===== config.mk =====
export PLATFORM = sky130hd
export DESIGN_NAME = ihs_ram
export DESIGN_NICKNAME = d
export VERILOG_FILES = /design/src/hdl/assert_macros.svh /design/src/hdl/ihs_ram.sv
export SDC_FILE = /design/constraint.sdc
export NUM_CORES = 1
export LEC_CHECK = 0
export BUFFER_PORTS_ARGS = -buffer_cell sky130_fd_sc_hd__buf_2
export CORE_UTILIZATION = 40
export CTS_BUF_LIST = sky130_fd_sc_hd__clkbuf_8
export DETAILED_ROUTE_END_ITERATION = 10
export PLACE_DENSITY = 0.6
export SYNTH_ARGS = -nofsm -noshare
export SYNTH_HDL_FRONTEND = slang
export SYNTH_SLANG_ARGS = --single-unit

===== constraint.sdc =====
create_clock -name i_clk -period 6.7 [get_ports i_clk]
set_input_delay 1.34 -clock i_clk [delete_from_list [all_inputs] [get_ports i_clk]]
set_output_delay 1.34 -clock i_clk [all_outputs]
set_load 0.1 [all_outputs]

===== src/hdl/assert_macros.svh =====
// ----------------------------------------------------------------------------
// Assertion macros
// Shared concurrent assertion helpers; empty when SYNTH is defined.
// ----------------------------------------------------------------------------
`ifndef ASSERT_MACROS_SVH
`define ASSERT_MACROS_SVH

`ifndef SYNTH
// prop must hold at every clock edge out of reset
`define ASSERT_AT(lbl, clk, rstn, prop) \
    lbl: assert property (@(posedge clk) disable iff (!(rstn)) (prop)) \
        else $error("assertion failed");
// cond must never be true out of reset
`define ASSERT_NEVER(lbl, clk, rstn, cond) \
    lbl: assert property (@(posedge clk) disable iff (!(rstn)) !(cond)) \
        else $error("forbidden condition");
`else
`define ASSERT_AT(lbl, clk, rstn, prop)
`define ASSERT_NEVER(lbl, clk, rstn, cond)
`endif

`endif


===== src/hdl/ihs_ram.sv =====
// ----------------------------------------------------------------------------
// ihs_ram
// Generic simple dual-port RAM, one write and one registered read port.
// ----------------------------------------------------------------------------
module ihs_ram #(
    parameter int WIDTH = 32,
    parameter int DEPTH = 33
) (
    input  logic                     i_clk,
    input  logic                     i_we,
    input  logic [$clog2(DEPTH)-1:0] i_waddr,
    input  logic [WIDTH-1:0]         i_wdata,
    input  logic [$clog2(DEPTH)-1:0] i_raddr,
    output logic [WIDTH-1:0]         o_rdata
);

    logic [WIDTH-1:0] r_mem [DEPTH];
    logic [WIDTH-1:0] r_rdata;

    always_ff @(posedge i_clk) begin
        if (i_we) begin
            r_mem[i_waddr] <= i_wdata;
        end
        r_rdata <= r_mem[i_raddr];
    end

    assign o_rdata = r_rdata;

endmodule


* Word-level counts from Yosys, hierarchy flattened *
Memories as Yosys holds them, arrays and structs flattened. A register that Yosys moved wholly into a read port is not among the register bits.
Index checks and enable logic that the tools add are counted.

word-level totals
  flip-flop bits (word level) = 0
  bits in writable memories = 1056
  input bits = 46
  output and inout port bits = 32
  logic and storage cells = 3
  memories = 1

cells by class
  mux-type cells = 2

memories
  name   depth  bits a word  read ports  clocked after Yosys merged registers in  wr ports  RTL line       source
  r_mem  33     32           1           1                                        1         ihs_ram.sv:17  logic [WIDTH-1:0] r_mem [DEPTH];

operators by type and width
  cell               number
  two-way mux 1 bit  2

* Depth between registers and ports, before layout *
  depth in word-level cells = 2
  gate-level depth with buffers = 8
  mapped depth without buffers = 5

* Worst setup path before layout *
OpenSTA, ideal clock, no wires.

  path type = input-to-reg
  from = in i_waddr[2]
  to = mem r_mem[25][0], enable pin
  library setup time = 0.421 ns
  arrival = 3.229 ns
  slack = 3.050 ns
  stages = 2
  cells stage by stage = or3b_2 nor2_1

RTL lines
  item             RTL line       source
  start, declared  ihs_ram.sv:11  input logic [$clog2(DEPTH)-1:0] i_waddr,
  end, declared    ihs_ram.sv:17

No word-level cell before the write port.

==> run_results.csv <==
group,metric,value,unit
routing,drt_iter0_drc,2062,
synth,syn_inst,2207,
sta,grt_setup_unrepaired,"no",
worst_hold_path,whs_path_depth,2,
clocking,cts.sinks,1088,
floorplanning,dieWidth,325,um
floorplanning,ios,78,
worst_hold_path,hold_class,"flop to flop",
sta,period_needed,3320,ps
floorplanning,core,103000,um2
synth,yosysSeqAreaShare,77.4,%
global_routing,grt_busiest_layer,"met2",
global_routing,antenna_found_initial,2,
pwr,switching_share,23.0,%
synth,syn_nets,2253,
finish,final_util,45.8,%
pwr,pwr-share-seq,54.2,%
critical_path,arrival,3970,ps
critical_path,cpPeakStageDelay,570,ps
sta,fin_setup_tns,0,ps
sta,fin_worst_skew,40.9,ps
critical_path,critical_path.cell_chain,"buf_8 -> buf_12 -> mux2i_1 -> a22o_1 -> a221oi_1 -> o22ai_1 -> o41ai_2",
pwr,power_leakage,0.0165,uW
run_status,status,"finished clean",
global_routing,grt_pass1_vias,21881,
floorplanning,start_util,40.4,%
clocking,tritoncts,"yes",
pwr,power.total,13900,uW
global_routing,overflow,0,
global_routing,grt_util_met3,3.59,%
routing,drcViolationCount,0,
finish,syn_to_final_growth,13.6,%
placed_design,placed_cell_area,43900,um2
clocking,cts_max_level,4,
routing,drt_pass1_iterations,5,
routing,drt-total-wl,108000,um
synth,synth-seq-cells,1088,
critical_path,cp_num_buf_inv,2,
placed_design,hpwl,54400,um
synth,async_reset_ff_share,0,%
pwr,power.density,294,nW/um2
critical_path,reg2regPathDepth,5,
sta,drv_slew,0,
critical_path,cp.depth,7,
pwr,clkPwrFrac,40.0,%
global_routing,met2_usage,32.4,%
pwr,p_int,10700,uW
routing,ant_nets,0,
run,drv_cap,0,
global_routing,grt_max_degree,129,
synth,yosysWarnings,0,
routing,wl_per_cell,27.6,um
pwr,p_comb_share,5.8,%
floorplanning,die-area,106000,um2
routing,vias,21763,
critical_path,cp_max_fo,76,
sta,fin_ws,3380,ps
sta,hold_violations,0,
critical_path,cp-start-kind,"primary input",
sta,tightestPinTransition,1380,ps
synth,yosys.area.top_type,"edfxtp_1",
clocking,ctsResizeCount,0,
sta,period_share,49.5,%
synth,synth_cell_type_count,27,
floorplanning,rows,118,
clocking,cts_max_path_buffers,3,
critical_path,cp_data_required_time,7350,ps
synth,synth_top_flop_cell,"edfxtp_1",
critical_path,path_delay_family,"compound AO/OA/AOI/OAI gates",
synth,synth_top_area_share,75.9,%
synth,synth.avg_cell_area,18.9,um2
critical_path,crit_type,"primary input to flop",
placed_design,pre_cts_ws,2550,ps
sta,worst_slew_margin_rel,7.66,%
critical_path,slowest_stage,"o41ai_2",
pwr,p_sw,3210,uW
floorplanning,die_y,325,um
finish,drive_above_1_share,17.4,%
clocking,clk_latency,840,ps
finish,final_area,47500,um2
critical_path,cp-end-kind,"flop",
placed_design,gp_congestion,0.789,
global_routing,globalRouteMet1Util,28.1,%
synth,synth_area,41800,um2
synth,synthTopCellsByCount,"edfxtp_1 (1056), mux2i_1 (512), a22oi_1 (128)",
sta,setup_violations,0,
clocking,clk_pin_slew,60,ps
sta,fmax,0.301,GHz
routing,post_drt_via_cell_ratio,5.58,
clocking,cts-root-buf,"clkbuf_8",
clocking,cts_buffers,172,
global_routing,grt_pass1_wl,154000,um
synth,yosysMostFrequentCell,"edfxtp_1",
pwr,vdd_drop_max,0.214,mV
clocking,postCtsSetupRepairBufs,0,
synth,synth_edf_count,1056,
clocking,holdBufCountCts,0,
synth,synthTopCellsByArea,"edfxtp_1 (76%), mux2i_1 (12%), a22oi_1 (2.3%), dfxtp_1 (1.5%), a221oi_1 (1.3%)",
finish,nets,2427,
placed_design,io_buffers,77,
global_routing,grt_usage,20.2,%
[through the flow]
step / hold WS [ps] / std cells
6_report: 444 / 3903
5_1_grt: 459 / 3903
4_1_cts: 437 / 3899
3_5_place_dp: 431 / 3584
3_3_place_gp: 427 / 3580
2_1_floorplan: 418 / 2207
[cell families after synthesis]
logic type             count (synthesis)  share of synthesized area [%]
AOI/OAI and AO/OA                    384                           7.48
buffers and inverters                133                           1.89
DFF                                 1088                           77.4
muxes                                512                           12.3
and+or+nand+nor                       90                          0.931
[placed cells by master, fill, tap and decap left out]
cell        instances
a21oi_1            64
a221oi_1           64
a22o_1             64
a22oi_1           128
and2_4              1
buf_12             11
buf_16              3
buf_2              75
buf_4              43
buf_8               1
bufinv_16          10
clkbuf_8          186
clkinv_1           27
clkinv_2           23
clkinv_8            3
clkinvlp_4          1
dfxtp_1            32
diode_2             1
edfxtp_1         1056
inv_1              56
inv_12              2
inv_6               6
inv_8               1
mux2i_1           512
nand2_1            35
nand2_2             1
nand2b_2            2
nand3_1             3
nand3b_1            4
nor2_1              2
nor2_4             34
nor2b_1             2
nor2b_4             2
o22ai_1            32
o41ai_2            32
or2_2               1
or3_1               1
or3b_2              2
[area by class of cell]
| type | instances | area (um2) |
|---|---|---|
| Antenna cell | 1 | 2.50 |
| Clock buffer | 186 | 2560 |
| Clock inverter | 129 | 880 |
| Fill cell | 8671 | 56000 |
| Multi-Input combinational cell | 986 | 8920 |
| Sequential cell | 1088 | 32400 |
| Tap cell | 1380 | 1730 |
| Timing Repair Buffer | 133 | 1020 |
[worst min-delay path, delay by kind of cell, from the launching register on]
kind | cells | cell delay [ps]
flip-flops | 1 | 320
AO/OA/AOI/OAI | 1 | 40
AND/OR/NAND/NOR | 1 | 60
[state kept, by name, indices dropped and copies added (netlist names)]
| signal | cells |
|---|---|
| r_mem | 1056 |
| o_rdata | 32 |
[routing by layer]
metal	share of wire [%]	wire length (um)
met5	0	0
met4	2.0	2160
met3	6.0	6500
met2	47	51100
met1	45	48100
[power by group through the flow]
stage                     Clock, uW  Sequential [uW]  Combinational [uW]
after global placement            0             7690                 795
after global routing           5970             7550                 847
final                          5580             7550                 805
after detailed placement          0             7690                 808
after floorplan                   0             7810                 391
after CTS                      5680             7550                 810
[final timing paths]
path	startpoint	to	slack, ps
max	i_raddr[0]	o_rdata[15]	3380
min	r_mem[32][29]	o_rdata[29]	440
max reg2reg	r_mem[13][13]	o_rdata[13]	4800
min reg2reg	r_mem[32][29]	o_rdata[29]	440
(Power assumes the default switching activity.)
