### config.mk
export PLATFORM = sky130hd
export DESIGN_NAME = ihs_div
export DESIGN_NICKNAME = d
export VERILOG_FILES = /design/src/hdl/assert_macros.svh /design/src/hdl/ihs_pkg.sv /design/src/hdl/ihs_div.sv
export SDC_FILE = /design/constraint.sdc
export NUM_CORES = 1
export LEC_CHECK = 0
export BUFFER_PORTS_ARGS = -buffer_cell sky130_fd_sc_hd__buf_4
export CAP_MARGIN = 20
export CORE_UTILIZATION = 33
export CTS_BUF_LIST = sky130_fd_sc_hd__clkbuf_16
export DETAILED_ROUTE_END_ITERATION = 8
export PLACE_DENSITY_LB_ADDON = 0.1
export SYNTH_ARGS = -nofsm -noshare
export SYNTH_HDL_FRONTEND = slang
export SYNTH_SLANG_ARGS = --single-unit
### constraint.sdc
create_clock -name i_clk -period 19.8 [get_ports i_clk]
set_input_delay 1.98 -clock i_clk [delete_from_list [all_inputs] [get_ports i_clk]]
set_output_delay 1.98 -clock i_clk [all_outputs]
set_load 0.01 [all_outputs]
### src/hdl/assert_macros.svh
// ----------------------------------------------------------------------------
// Assertion macros
// Shared concurrent assertion helpers; empty when SYNTH is defined.
// ----------------------------------------------------------------------------
`ifndef ASSERT_MACROS_SVH
`define ASSERT_MACROS_SVH

`ifndef SYNTH
// prop must hold at every clock edge out of reset
`define ASSERT_AT(lbl, clk, rstn, prop) \
    lbl: assert property (@(posedge clk) disable iff (!(rstn)) (prop)) \
        else $error("assertion failed");
// cond must never be true out of reset
`define ASSERT_NEVER(lbl, clk, rstn, cond) \
    lbl: assert property (@(posedge clk) disable iff (!(rstn)) !(cond)) \
        else $error("forbidden condition");
`else
`define ASSERT_AT(lbl, clk, rstn, prop)
`define ASSERT_NEVER(lbl, clk, rstn, cond)
`endif

`endif

### src/hdl/ihs_pkg.sv
// ----------------------------------------------------------------------------
// ihs_pkg
// Types and constants of the implicit heat step tridiagonal unit.
// ----------------------------------------------------------------------------
package ihs_pkg;

    // wide intermediate width (den, rhs, num, shifted products)
    localparam int MQ_W   = 50;
    localparam int OPND_W = 33;
    localparam int PROD_W = 2 * OPND_W;
    localparam int FRAC_W = 16;
    localparam int Q_ONE  = 65536;

    // register indexes on the config port
    localparam logic REG_GAMMA = 1'b0;
    localparam logic REG_TSTEP = 1'b1;

    localparam logic OP_LOAD  = 1'b0;
    localparam logic OP_FORCE = 1'b1;

    typedef enum logic [3:0] {
        ST_IDLE,
        ST_FW_RD,
        ST_FW_M1,
        ST_FW_M2,
        ST_FW_M3,
        ST_FW_M4,
        ST_DIV_A,
        ST_DIV_B,
        ST_BS_OUT,
        ST_BS_RD,
        ST_BS_MUL,
        ST_BS_ADD
    } t_state;

    typedef enum logic [1:0] {
        DV_IDLE,
        DV_CHECK,
        DV_ITER,
        DV_DONE
    } t_div_state;

endpackage

### src/hdl/ihs_div.sv
// ----------------------------------------------------------------------------
// ihs_div
// Serial Q16.16 divider: trunc(num * 2^16 / den), saturated to 32 bits.
// ----------------------------------------------------------------------------
module ihs_div (
    input  logic                      i_clk,
    input  logic                      i_rst_n,
    input  logic                      i_start,
    input  logic signed [ihs_pkg::MQ_W-1:0] i_num,
    input  logic signed [ihs_pkg::MQ_W-1:0] i_den,
    output logic                      o_done,
    output logic signed [31:0]        o_quot
);
    import ihs_pkg::*;

    localparam int DVD_W = MQ_W + FRAC_W;
    localparam int QB    = 33;

    t_div_state r_state, n_state;
    logic [DVD_W-1:0] r_dvd;
    logic [MQ_W-1:0]  r_dvs;
    logic [MQ_W-1:0]  r_rem;
    logic [QB-1:0]    r_low;
    logic [QB-1:0]    r_q;
    logic [5:0]       r_cnt;
    logic             r_neg, r_num_neg, r_zero, r_ovf;

    logic             load;
    logic [MQ_W-1:0]  num_mag, den_mag;
    logic [MQ_W:0]    trial, trial_sub;
    logic             ge;
    logic [QB-1:0]    q_neg;

    assign load    = i_start && (r_state == DV_IDLE || r_state == DV_DONE);
    assign num_mag = i_num[MQ_W-1] ? MQ_W'(-i_num) : MQ_W'(i_num);
    assign den_mag = i_den[MQ_W-1] ? MQ_W'(-i_den) : MQ_W'(i_den);
    assign trial     = {r_rem, r_low[QB-1]};
    assign trial_sub = trial - {1'b0, r_dvs};
    assign ge        = trial >= {1'b0, r_dvs};

    always_comb begin
        n_state = r_state;
        case (r_state)
            DV_IDLE:  if (load) n_state = DV_CHECK;
            DV_CHECK: n_state = DV_ITER;
            DV_ITER:  if (r_cnt == 6'(QB - 1)) n_state = DV_DONE;
            DV_DONE:  n_state = load ? DV_CHECK : DV_IDLE;
            default:  n_state = DV_IDLE;
        endcase
    end

    always_ff @(posedge i_clk) begin
        if (!i_rst_n) begin
            r_state <= DV_IDLE;
        end else begin
            r_state <= n_state;
        end
    end

    always_ff @(posedge i_clk) begin
        if (load) begin
            r_dvd     <= {num_mag, FRAC_W'(0)};
            r_dvs     <= den_mag;
            r_neg     <= i_num[MQ_W-1] ^ i_den[MQ_W-1];
            r_num_neg <= i_num[MQ_W-1];
            r_zero    <= (i_den == '0);
        end
        if (r_state == DV_CHECK) begin
            // quotient must fit in QB bits, else it saturates
            r_ovf <= MQ_W'(r_dvd[DVD_W-1:QB]) >= r_dvs;
            r_rem <= MQ_W'(r_dvd[DVD_W-1:QB]);
            r_low <= r_dvd[QB-1:0];
            r_q   <= '0;
            r_cnt <= '0;
        end
        if (r_state == DV_ITER) begin
            r_rem <= ge ? trial_sub[MQ_W-1:0] : trial[MQ_W-1:0];
            r_low <= {r_low[QB-2:0], 1'b0};
            r_q   <= {r_q[QB-2:0], ge};
            r_cnt <= r_cnt + 6'd1;
        end
    end

    assign q_neg = -r_q;

    always_comb begin
        if (r_zero) begin
            o_quot = r_num_neg ? 32'sh8000_0000 : 32'sh7fff_ffff;
        end else if (r_ovf) begin
            o_quot = r_neg ? 32'sh8000_0000 : 32'sh7fff_ffff;
        end else if (r_neg) begin
            o_quot = (r_q > QB'(33'h0_8000_0000)) ? 32'sh8000_0000 : q_neg[31:0];
        end else begin
            o_quot = (r_q > QB'(33'h0_7fff_ffff)) ? 32'sh7fff_ffff : r_q[31:0];
        end
    end

    assign o_done = (r_state == DV_DONE);

endmodule

Word-level counts from Yosys, hierarchy flattened
Cells that the tools add are included.
Storage, ports and cells
  register bits: 212
  output and inout bits: 33
  logic and storage cells: 58
Cells by class
  add/subtract/negate cells: 5
  magnitude comparators: 4
  eq/ne operators: 6
  multiplexer cells: 22
  bitwise operators: 1
  reduce and logical (&&, ||, !) cells: 6
Operators with widths (number)
  32-bit 2-to-1 mux: 7
  50-bit 2-to-1 mux: 3
  33-bit 2-to-1 mux: 4
  50-bit negator: 2
  49-bit 2-to-1 mux: 2
  51-bit by 50-bit greater-or-equal comparator with 1-bit output: 1
  33-bit by 50-bit greater-or-equal comparator with 1-bit output: 1
  50-bit zero test: 1
  50-bit subtractor: 1
  33-bit by 31-bit greater-than comparator with 1-bit output (second input constant): 1
  33-bit by 32-bit greater-than comparator with 1-bit output (second input constant): 1
  32-bit negator: 1
  6-bit 2-to-1 mux: 2
  2-bit one-hot mux with 4 select lines: 1
  6-bit by 1-bit adder with 6-bit output (second input constant): 1
  6-bit equality test (second input constant): 1
  2-bit equality test (second input constant): 2
  2-bit 2-to-1 mux: 2
  2-bit != test (second input constant): 2
  2-bit by 1-bit equality test with 1-bit output (second input constant): 1
  2-bit zero test: 1
  2-bit AND reduction: 1
  2-bit nonzero test: 1
  1-bit logical AND: 1
  3 further kinds: 3

Longest topological paths before layout
Gate-level depths: netlist of run 1.
  depth in word-level cells: 5
  gate-level depth with buffers: 15

Worst setup path after synthesis of run 1
No wires, ideal clock.
  path type: register to register
  start: register r_state[0]
  end: register r_dvd[16] (enable)
  setup time: 0.575 ns
  data arrival time: 7.104 ns
  path slack: 12.122 ns
  stages on the path, launching flop included: 4
  buffers on the path: 0
  clock period less this slack: 7.678 ns
  path through: dfxtp_1 inv_1 ha_1 nor2b_1
On the way
  longest elaborated chain between the ends: 3
Ends and longest elaborated chain
  from (decl): line ihs_div.sv:19  | t_div_state r_state, n_state;
  from (signal assigned): line ihs_div.sv:56  | r_state <= n_state;
  2-bit equality test / 2-bit zero test (equally long branches): line ihs_div.sv:34  | assign load = i_start && (r_state == DV_IDLE || r_state == DV_DONE);
  1-bit logical OR *: line ihs_div.sv:34
  1-bit logical AND *: line ihs_div.sv:34
  named net load: line ihs_div.sv:28  | logic load;
  to (signal assigned): line ihs_div.sv:62  | r_dvd <= {num_mag, FRAC_W'(0)};
  to (decl): line ihs_div.sv:20  | logic [DVD_W-1:0] r_dvd;
Mark *: on every way through the listed nets, which the timed path passes. The rest lies on a longest branch.
A chain may end at the register's enable or synchronous reset.

Worst setup path in the final report of run 1
  start: register r_q[3]
  end: output port o_quot[11]
On the way
  longest elaborated chain between the ends: 5
Ends and longest elaborated chain
  from (decl): line ihs_div.sv:24  | logic [QB-1:0] r_q;
  from (signal assigned): line ihs_div.sv:79  | r_q <= {r_q[QB-2:0], ge};
  32-bit negator (tied with other cells): line ihs_div.sv:84  | assign q_neg = -r_q;
  32-bit 2-to-1 mux, on equally long branches: line ihs_div.sv:92, ihs_div.sv:94
  32-bit 2-to-1 mux *: line ihs_div.sv:91  | end else if (r_neg) begin
  32-bit 2-to-1 mux *: line ihs_div.sv:89  | end else if (r_ovf) begin
  32-bit 2-to-1 mux *: line ihs_div.sv:87  | if (r_zero) begin
  to (decl): line ihs_div.sv:12  | output logic signed [31:0] o_quot
Every way passes the cells marked *; elsewhere a longest branch is shown, timed or not.

==> metrics.txt, run 1 <==
outcome complete, no violations; XOR/XNOR share of the synthesized area 0.0927; area occupied by multi-input gates 0.00815 mm^2; synth unique cells 60; Syn Area/Cell 9.52 um^2; largest net degree at the start of global routing between 70 and 80; clock root cell clkbuf_16; cell accounting for the most synthesized area edfxtp_1; die width 216 um; drt via density just over 5; Adder-Cell Fraction of Synth Area 0.0783; Post-Route Skew around 0.012 ns; hold path cells 1; post-synthesis mux area share 0.0220; final worst-path cycle share 0.320; slowest library cell on the worst path and2_1; Mapped Cells 1588; Worst R2R Start r_rem[2]; yosys warns 0; worst hold path type reg -> reg; Cell Chain, Critical Path nor3_1 -> nand3b_1 -> or3_1 -> nor3_2 -> and3_1 -> nand2_1 -> a211oi_1 -> buf_4 -> and2_1 -> a221oi_1 -> nor2_1 -> buf_4; HPWL Detailed 30100 um; Worst-Margin Slew 0.989 ns; Die Y 216 um; sequential standard cell area approximately 0.0063 mm^2; Starting Density 0.334; clock sink total 212; critical path peak fanout 19; GRT overflow 0; Pleak 6.79 nW; Final Max Slew Viols 0; CTS tree built; Max Cap Viol 0; final hold slack 0.536 ns; Crit Path Category reg -> out; Final GP Congestion 0.833; Worst EP arrival 4.35 ns; clock-pin slew on the worst setup and hold paths approximately 0.060 ns; I/O Buffers 135; Crit path largest cell delay 0.65 ns; largest family of logic cells by synthesized area compound AO/OA/AOI/OAI gates; reg2reg end r_rem[48]; Min-Delay Endpoint r_low[16]; DR WL/cell 17.5 um; Post-CTS Hold Buffers 0; final setup TNS 0 ns; count of final hold-check violations 0; Pwr Density 162 mW/mm^2; DR DRC count 0; Synth Area in Compound Gates 0.175; first-pass GRT wire length 63600 um; vias in the first global route around 12k; Crit path top cell by count buf_4; Reg2Reg Setup Slack 15.13 ns; Reg2Reg Depth 12; Die Area 0.0467 mm^2; Rel. slew slack 0.324; Crit path buffers/inverters 2; final WL 40400 um; Area growth syn-to-layout 16.3%; CTS H-tree depth 1; commonest non-fill, non-tap cell in the layout edfxtp_1; total global-route track usage 0.170; post-synthesis simple-gate area fraction 0.168; deepest clock path buffer count 3; Final Net Count about 1.9k; Iteration-0 DRC Markers 674; ant diodes 0; ys flop type edfxtp_1; #FFs+latches synth 212; Setup crit end kind output port; min Tclk post-route 6.33 ns; cts bufs inserted 27; maximum VDD drop 0.0719 mV; Synth top area share 0.417; Fmax achieved 158 MHz; commonest cells after routing, fill and taps aside 210 x edfxtp_1, 149 x a21oi_1, 144 x buf_4; layout cell share with drive strength beyond 1 0.133; DRT antenna net count 0; number of synthesized flops with an enable pin 210; Worst setup SP type flip-flop; register area share after synthesis 0.420; hold_sp r_dvd[16]; Mapped Area 0.0151 mm^2; unrepaired setup endpoints after global routing no; top post-synthesis cells by area edfxtp_1 42%, ha_1 7.7%, xnor2_1 7.5%; FFs w/ async S/R, synth 0; Critical Path RT 17.82 ns; CTS resizes 0; Worst-Skew Late Latency 0.57 ns; setup bufs post-CTS 0; number of cell rows 78; initial antenna violation count 0; # IOs 136; Setup violations, final 0; Post-Syn Nets 1785; vias roughly 12k; DRT Pass-1 Iters 6; fill count about 4.6k; CP top delay family simple AND/OR/NAND/NOR gates; core area 0.0453 mm^2
## final cells by class
| cell class | count | area share |
|---|---|---|
| clock buffer | 27 | 0.0385 |
| clock inverter | 23 | 0.00954 |
| inverter | 98 | 0.0209 |
| multi-input combinational | 1200 | 0.464 |
| sequential | 212 | 0.361 |
| tap | 600 | 0.0427 |
| timing repair buffer | 145 | 0.0631 |
## routing by layer
| layer | share of wire | track usage | wire (um) |
|---|---|---|---|
| met1 | 0.50 | 0.244 | 20200 |
| met3 | 0.033 | 0.0210 | 1320 |
| met5 | 0 | 0 | 0 |
| met2 | 0.45 | 0.268 | 18000 |
| met4 | 0.021 | 0.0467 | 869 |
## registers in the layout, summed over array words and instances (netlist names), 2 cells and up
signal and flops:
r_state 2, r_q 33, r_dvd 50, r_low 17, r_dvs 50, r_cnt 6, r_rem 50
## through the flow
step           cells  area [um^2]  setup slack (ns)   util  total power [mW]
2_1_floorplan   1588        15100             12.12      -              1.94
3_3_place_gp    2254        16700             14.17  0.369              2.37
3_5_place_dp    2255        16700             14.07  0.369              2.38
4_1_cts         2305        17600             13.46  0.388              2.87
5_1_grt         2305        17600             13.12  0.388              3.08
6_report        2305        17600             13.47  0.388              2.84
## worst max path at each step
stage,startpoint,slack [ns],endpoint,cells past startpoint
global route,r_q[3],13.12,o_quot[11],12
finish,r_q[3],13.47,o_quot[11],12
detailed placement,i_den[13],14.07,r_dvs[41],10
global placement,i_den[13],14.17,r_dvs[41],10
CTS,r_q[3],13.46,o_quot[9],12
floorplan,r_state[0],12.12,r_dvd[16],3
## cell families (layout without fill, tap and decap cells)
group	Yosys count	count (layout)
and+or+nand+nor	489	489
muxes	31	31
AOI/OAI and AO/OA	426	426
adders and majority gates	94	94
buffers and inverters	176	293
xor gates and xnor gates	160	160
DFF	212	212
## report_power, final
group | total, mW | switching [mW] | internal (mW)
Sequential | 0.881 | 0.127 | 0.754
Clock | 0.473 | 0.200 | 0.274
Combinational | 1.49 | 0.901 | 0.586
## synthesized netlist by cell type, types with 5 or more instances
library cell / instances
a31oi_1: 11
or3_4: 7
o21bai_1: 9
inv_1: 97
a221oi_1: 6
a311oi_1: 5
or3_1: 11
nor3_1: 23
a211oi_1: 20
or2_2: 7
xnor2_1: 130
clkbuf_1: 73
nor4_1: 21
mux2_2: 18
o31a_1: 5
nand4_1: 28
mux2i_1: 13
or4_1: 15
a21o_1: 44
nand2b_1: 25
a21oi_1: 149
edfxtp_1: 210
o31ai_1: 36
o41ai_1: 14
xor2_1: 30
nor2b_1: 24
ha_1: 93
and3_1: 14
nand3_1: 34
nor2_1: 111
nand2_1: 106
o21ai_0: 94
and2_1: 45
Note: power is estimated with default switching activity, not from simulation.
==> inputs of run 2 (changes only) <==
==> constraint.sdc (replaced) <==
create_clock -name i_clk -period 5.7 [get_ports i_clk]
set_input_delay 0.57 -clock i_clk [delete_from_list [all_inputs] [get_ports i_clk]]
set_output_delay 0.57 -clock i_clk [all_outputs]
set_load 0.01 [all_outputs]
==> metrics.txt, run 2 (synthesis gave the netlist of run 1 again) <==
CTS H-tree depth 1; Worst EP arrival 4.25 ns; Setup violations, final 0; total global-route track usage 0.170; final setup TNS 0 ns; HPWL Detailed ~31000 um; Rel. slew slack 0.305; Final Max Slew Viols 0; hold_sp i_num[0]; Final Net Count 1882; Pleak between 6 and 7 nW; DRT antenna net count 0; final instance area around 0.017 mm^2; commonest cells after routing, fill and taps aside 210 x edfxtp_1, 149 x a21oi_1, 147 x buf_4; deepest clock path buffer count 3; Worst-Skew Late Latency 0.55 ns; Area growth syn-to-layout 15.7%; vias in the first global route 11.6k; clock sink total 212; final WL a little over 40000 um; DR WL/cell 17.6 um; sequential standard cell area 0.00635 mm^2; met2 wire len 18600 um; area occupied by multi-input gates 0.00815 mm^2; cts bufs inserted 26; Iteration-0 DRC Markers around 600; ant diodes 0; initial antenna violation count 0; maximum VDD drop 0.241 mV; Top Registers r_dvd: 50 flops, r_dvs: 50 flops, r_rem: 50 flops; layout cell share with drive strength beyond 1 0.132; Die Y around 220 um; largest net degree at the start of global routing 61; Fmax achieved around 210 MHz; max layer used met4; Starting Density 0.334; Crit path top cell by count buf_4; Setup crit end kind output port; worst hold path type in -> reg; Post-CTS Hold Buffers 0; fill count about 4.6k; Crit path largest cell delay 0.60 ns; Final GP Congestion 0.840; outcome complete, no violations; met3 WL 1200 um; final worst-path cycle share 0.846; GRT overflow 0; clock-pin slew on the worst setup and hold paths 0.06 ns; number of cell rows 78; vias 11.9k; DRT Pass-1 Iters 5; Worst-Margin Slew 1.02 ns; setup bufs post-CTS 0; first-pass GRT wire length around 64000 um; # IOs 136; commonest non-fill, non-tap cell in the layout edfxtp_1; M1 WL 19800 um; die width 216 um; min Tclk post-route just under 5 ns; I/O Buffers 135; Post-DP Area 0.0167 mm^2; CTS tree built; slowest library cell on the worst path and2_1; critical path peak fanout 19; CTS resizes 0; unrepaired setup endpoints after global routing no; DR DRC count 0; core area 0.0453 mm^2; Worst R2R Start r_rem[25]; Cell Chain, Critical Path nor3_1 -> nand3b_1 -> or3_1 -> nor3_2 -> and3_1 -> nand2_1 -> a211oi_1 -> buf_4 -> and2_1 -> a221oi_1 -> nor2_1 -> buf_4; Post-Route Skew 0.00833 ns; drt via density 5.17; Max Cap Viol 0; count of final hold-check violations 0; Crit Path Category reg -> out; Pwr Density approximately 560 mW/mm^2; crit path launch r_q[3]; Die Area 0.0467 mm^2; Critical Path RT ~5 ns; clock root cell clkbuf_16; Worst setup SP type flip-flop
run 2: cell count changes in the layout (fill, tap and decap cells not counted):
cell       delta
inv_1         -5
clkinv_1      +2
bufinv_16     -1
buf_16        -1
clkinv_8      +1
buf_4         +3
inv_16        -1
clkinv_2      -2
clkbuf_16     -1
run 2: routing by layer:
layer	up-vias	GRT usage
met1	5665	0.242
met5	-	0
met2	194	0.276
met4	0	0.0455
met3	44	0.0166
li1	5998	-
run 2: power breakdown:
group | switching, mW | total, mW | internal, mW | leakage (nW)
logic | 3.15 | 5.16 | 2.01 | 4.33
clock network | 0.648 | 1.51 | 0.865 | 0.379
registers | 0.448 | 3.06 | 2.62 | 2.03
run 2: stage by stage:
| step | hold slack (ns) | instances | utilization | worst slack [ns] | total power [mW] |
|---|---|---|---|---|---|
| detailed placement | 0.524 | 2257 | 0.369 | 1.28 | 8.27 |
| finish | 0.223 | 2300 | 0.386 | 0.878 | 9.74 |
| CTS | 0.185 | 2300 | 0.386 | 0.884 | 9.85 |
| global route | 0.197 | 2300 | 0.386 | 0.452 | 10.5 |
| global placement | 0.518 | 2257 | 0.369 | 1.45 | 8.26 |
| floorplan | 0.501 | 1588 | - | 1.36 | 6.70 |
run 2: worst max-delay path, delay by kind of cell (launching register included):
| kind | cells | cell delay, ns |
|---|---|---|
| simple gates | 8 | 2.41 |
| flops | 1 | 0.46 |
| compound gates | 2 | 0.46 |
| buf+inv | 2 | 0.37 |
run 2: final cells by class:
class | count | area share
clock inverter | 17 | 0.00644
multi-input combinational | 1200 | 0.466
timing repair buffer | 147 | 0.0631
clock buffer | 26 | 0.0372
inverter | 98 | 0.0210
sequential | 212 | 0.363
tap | 600 | 0.0429
run 2: path summary, 6_finish.rpt:
kind                    end  slack, ns  cells past startpoint
setup reg to reg   r_rem[8]       1.60                     12
setup / recovery  o_quot[9]       0.88                     12
hold reg to reg   r_low[16]       0.54                      1
hold / removal    r_dvd[16]       0.22                      1
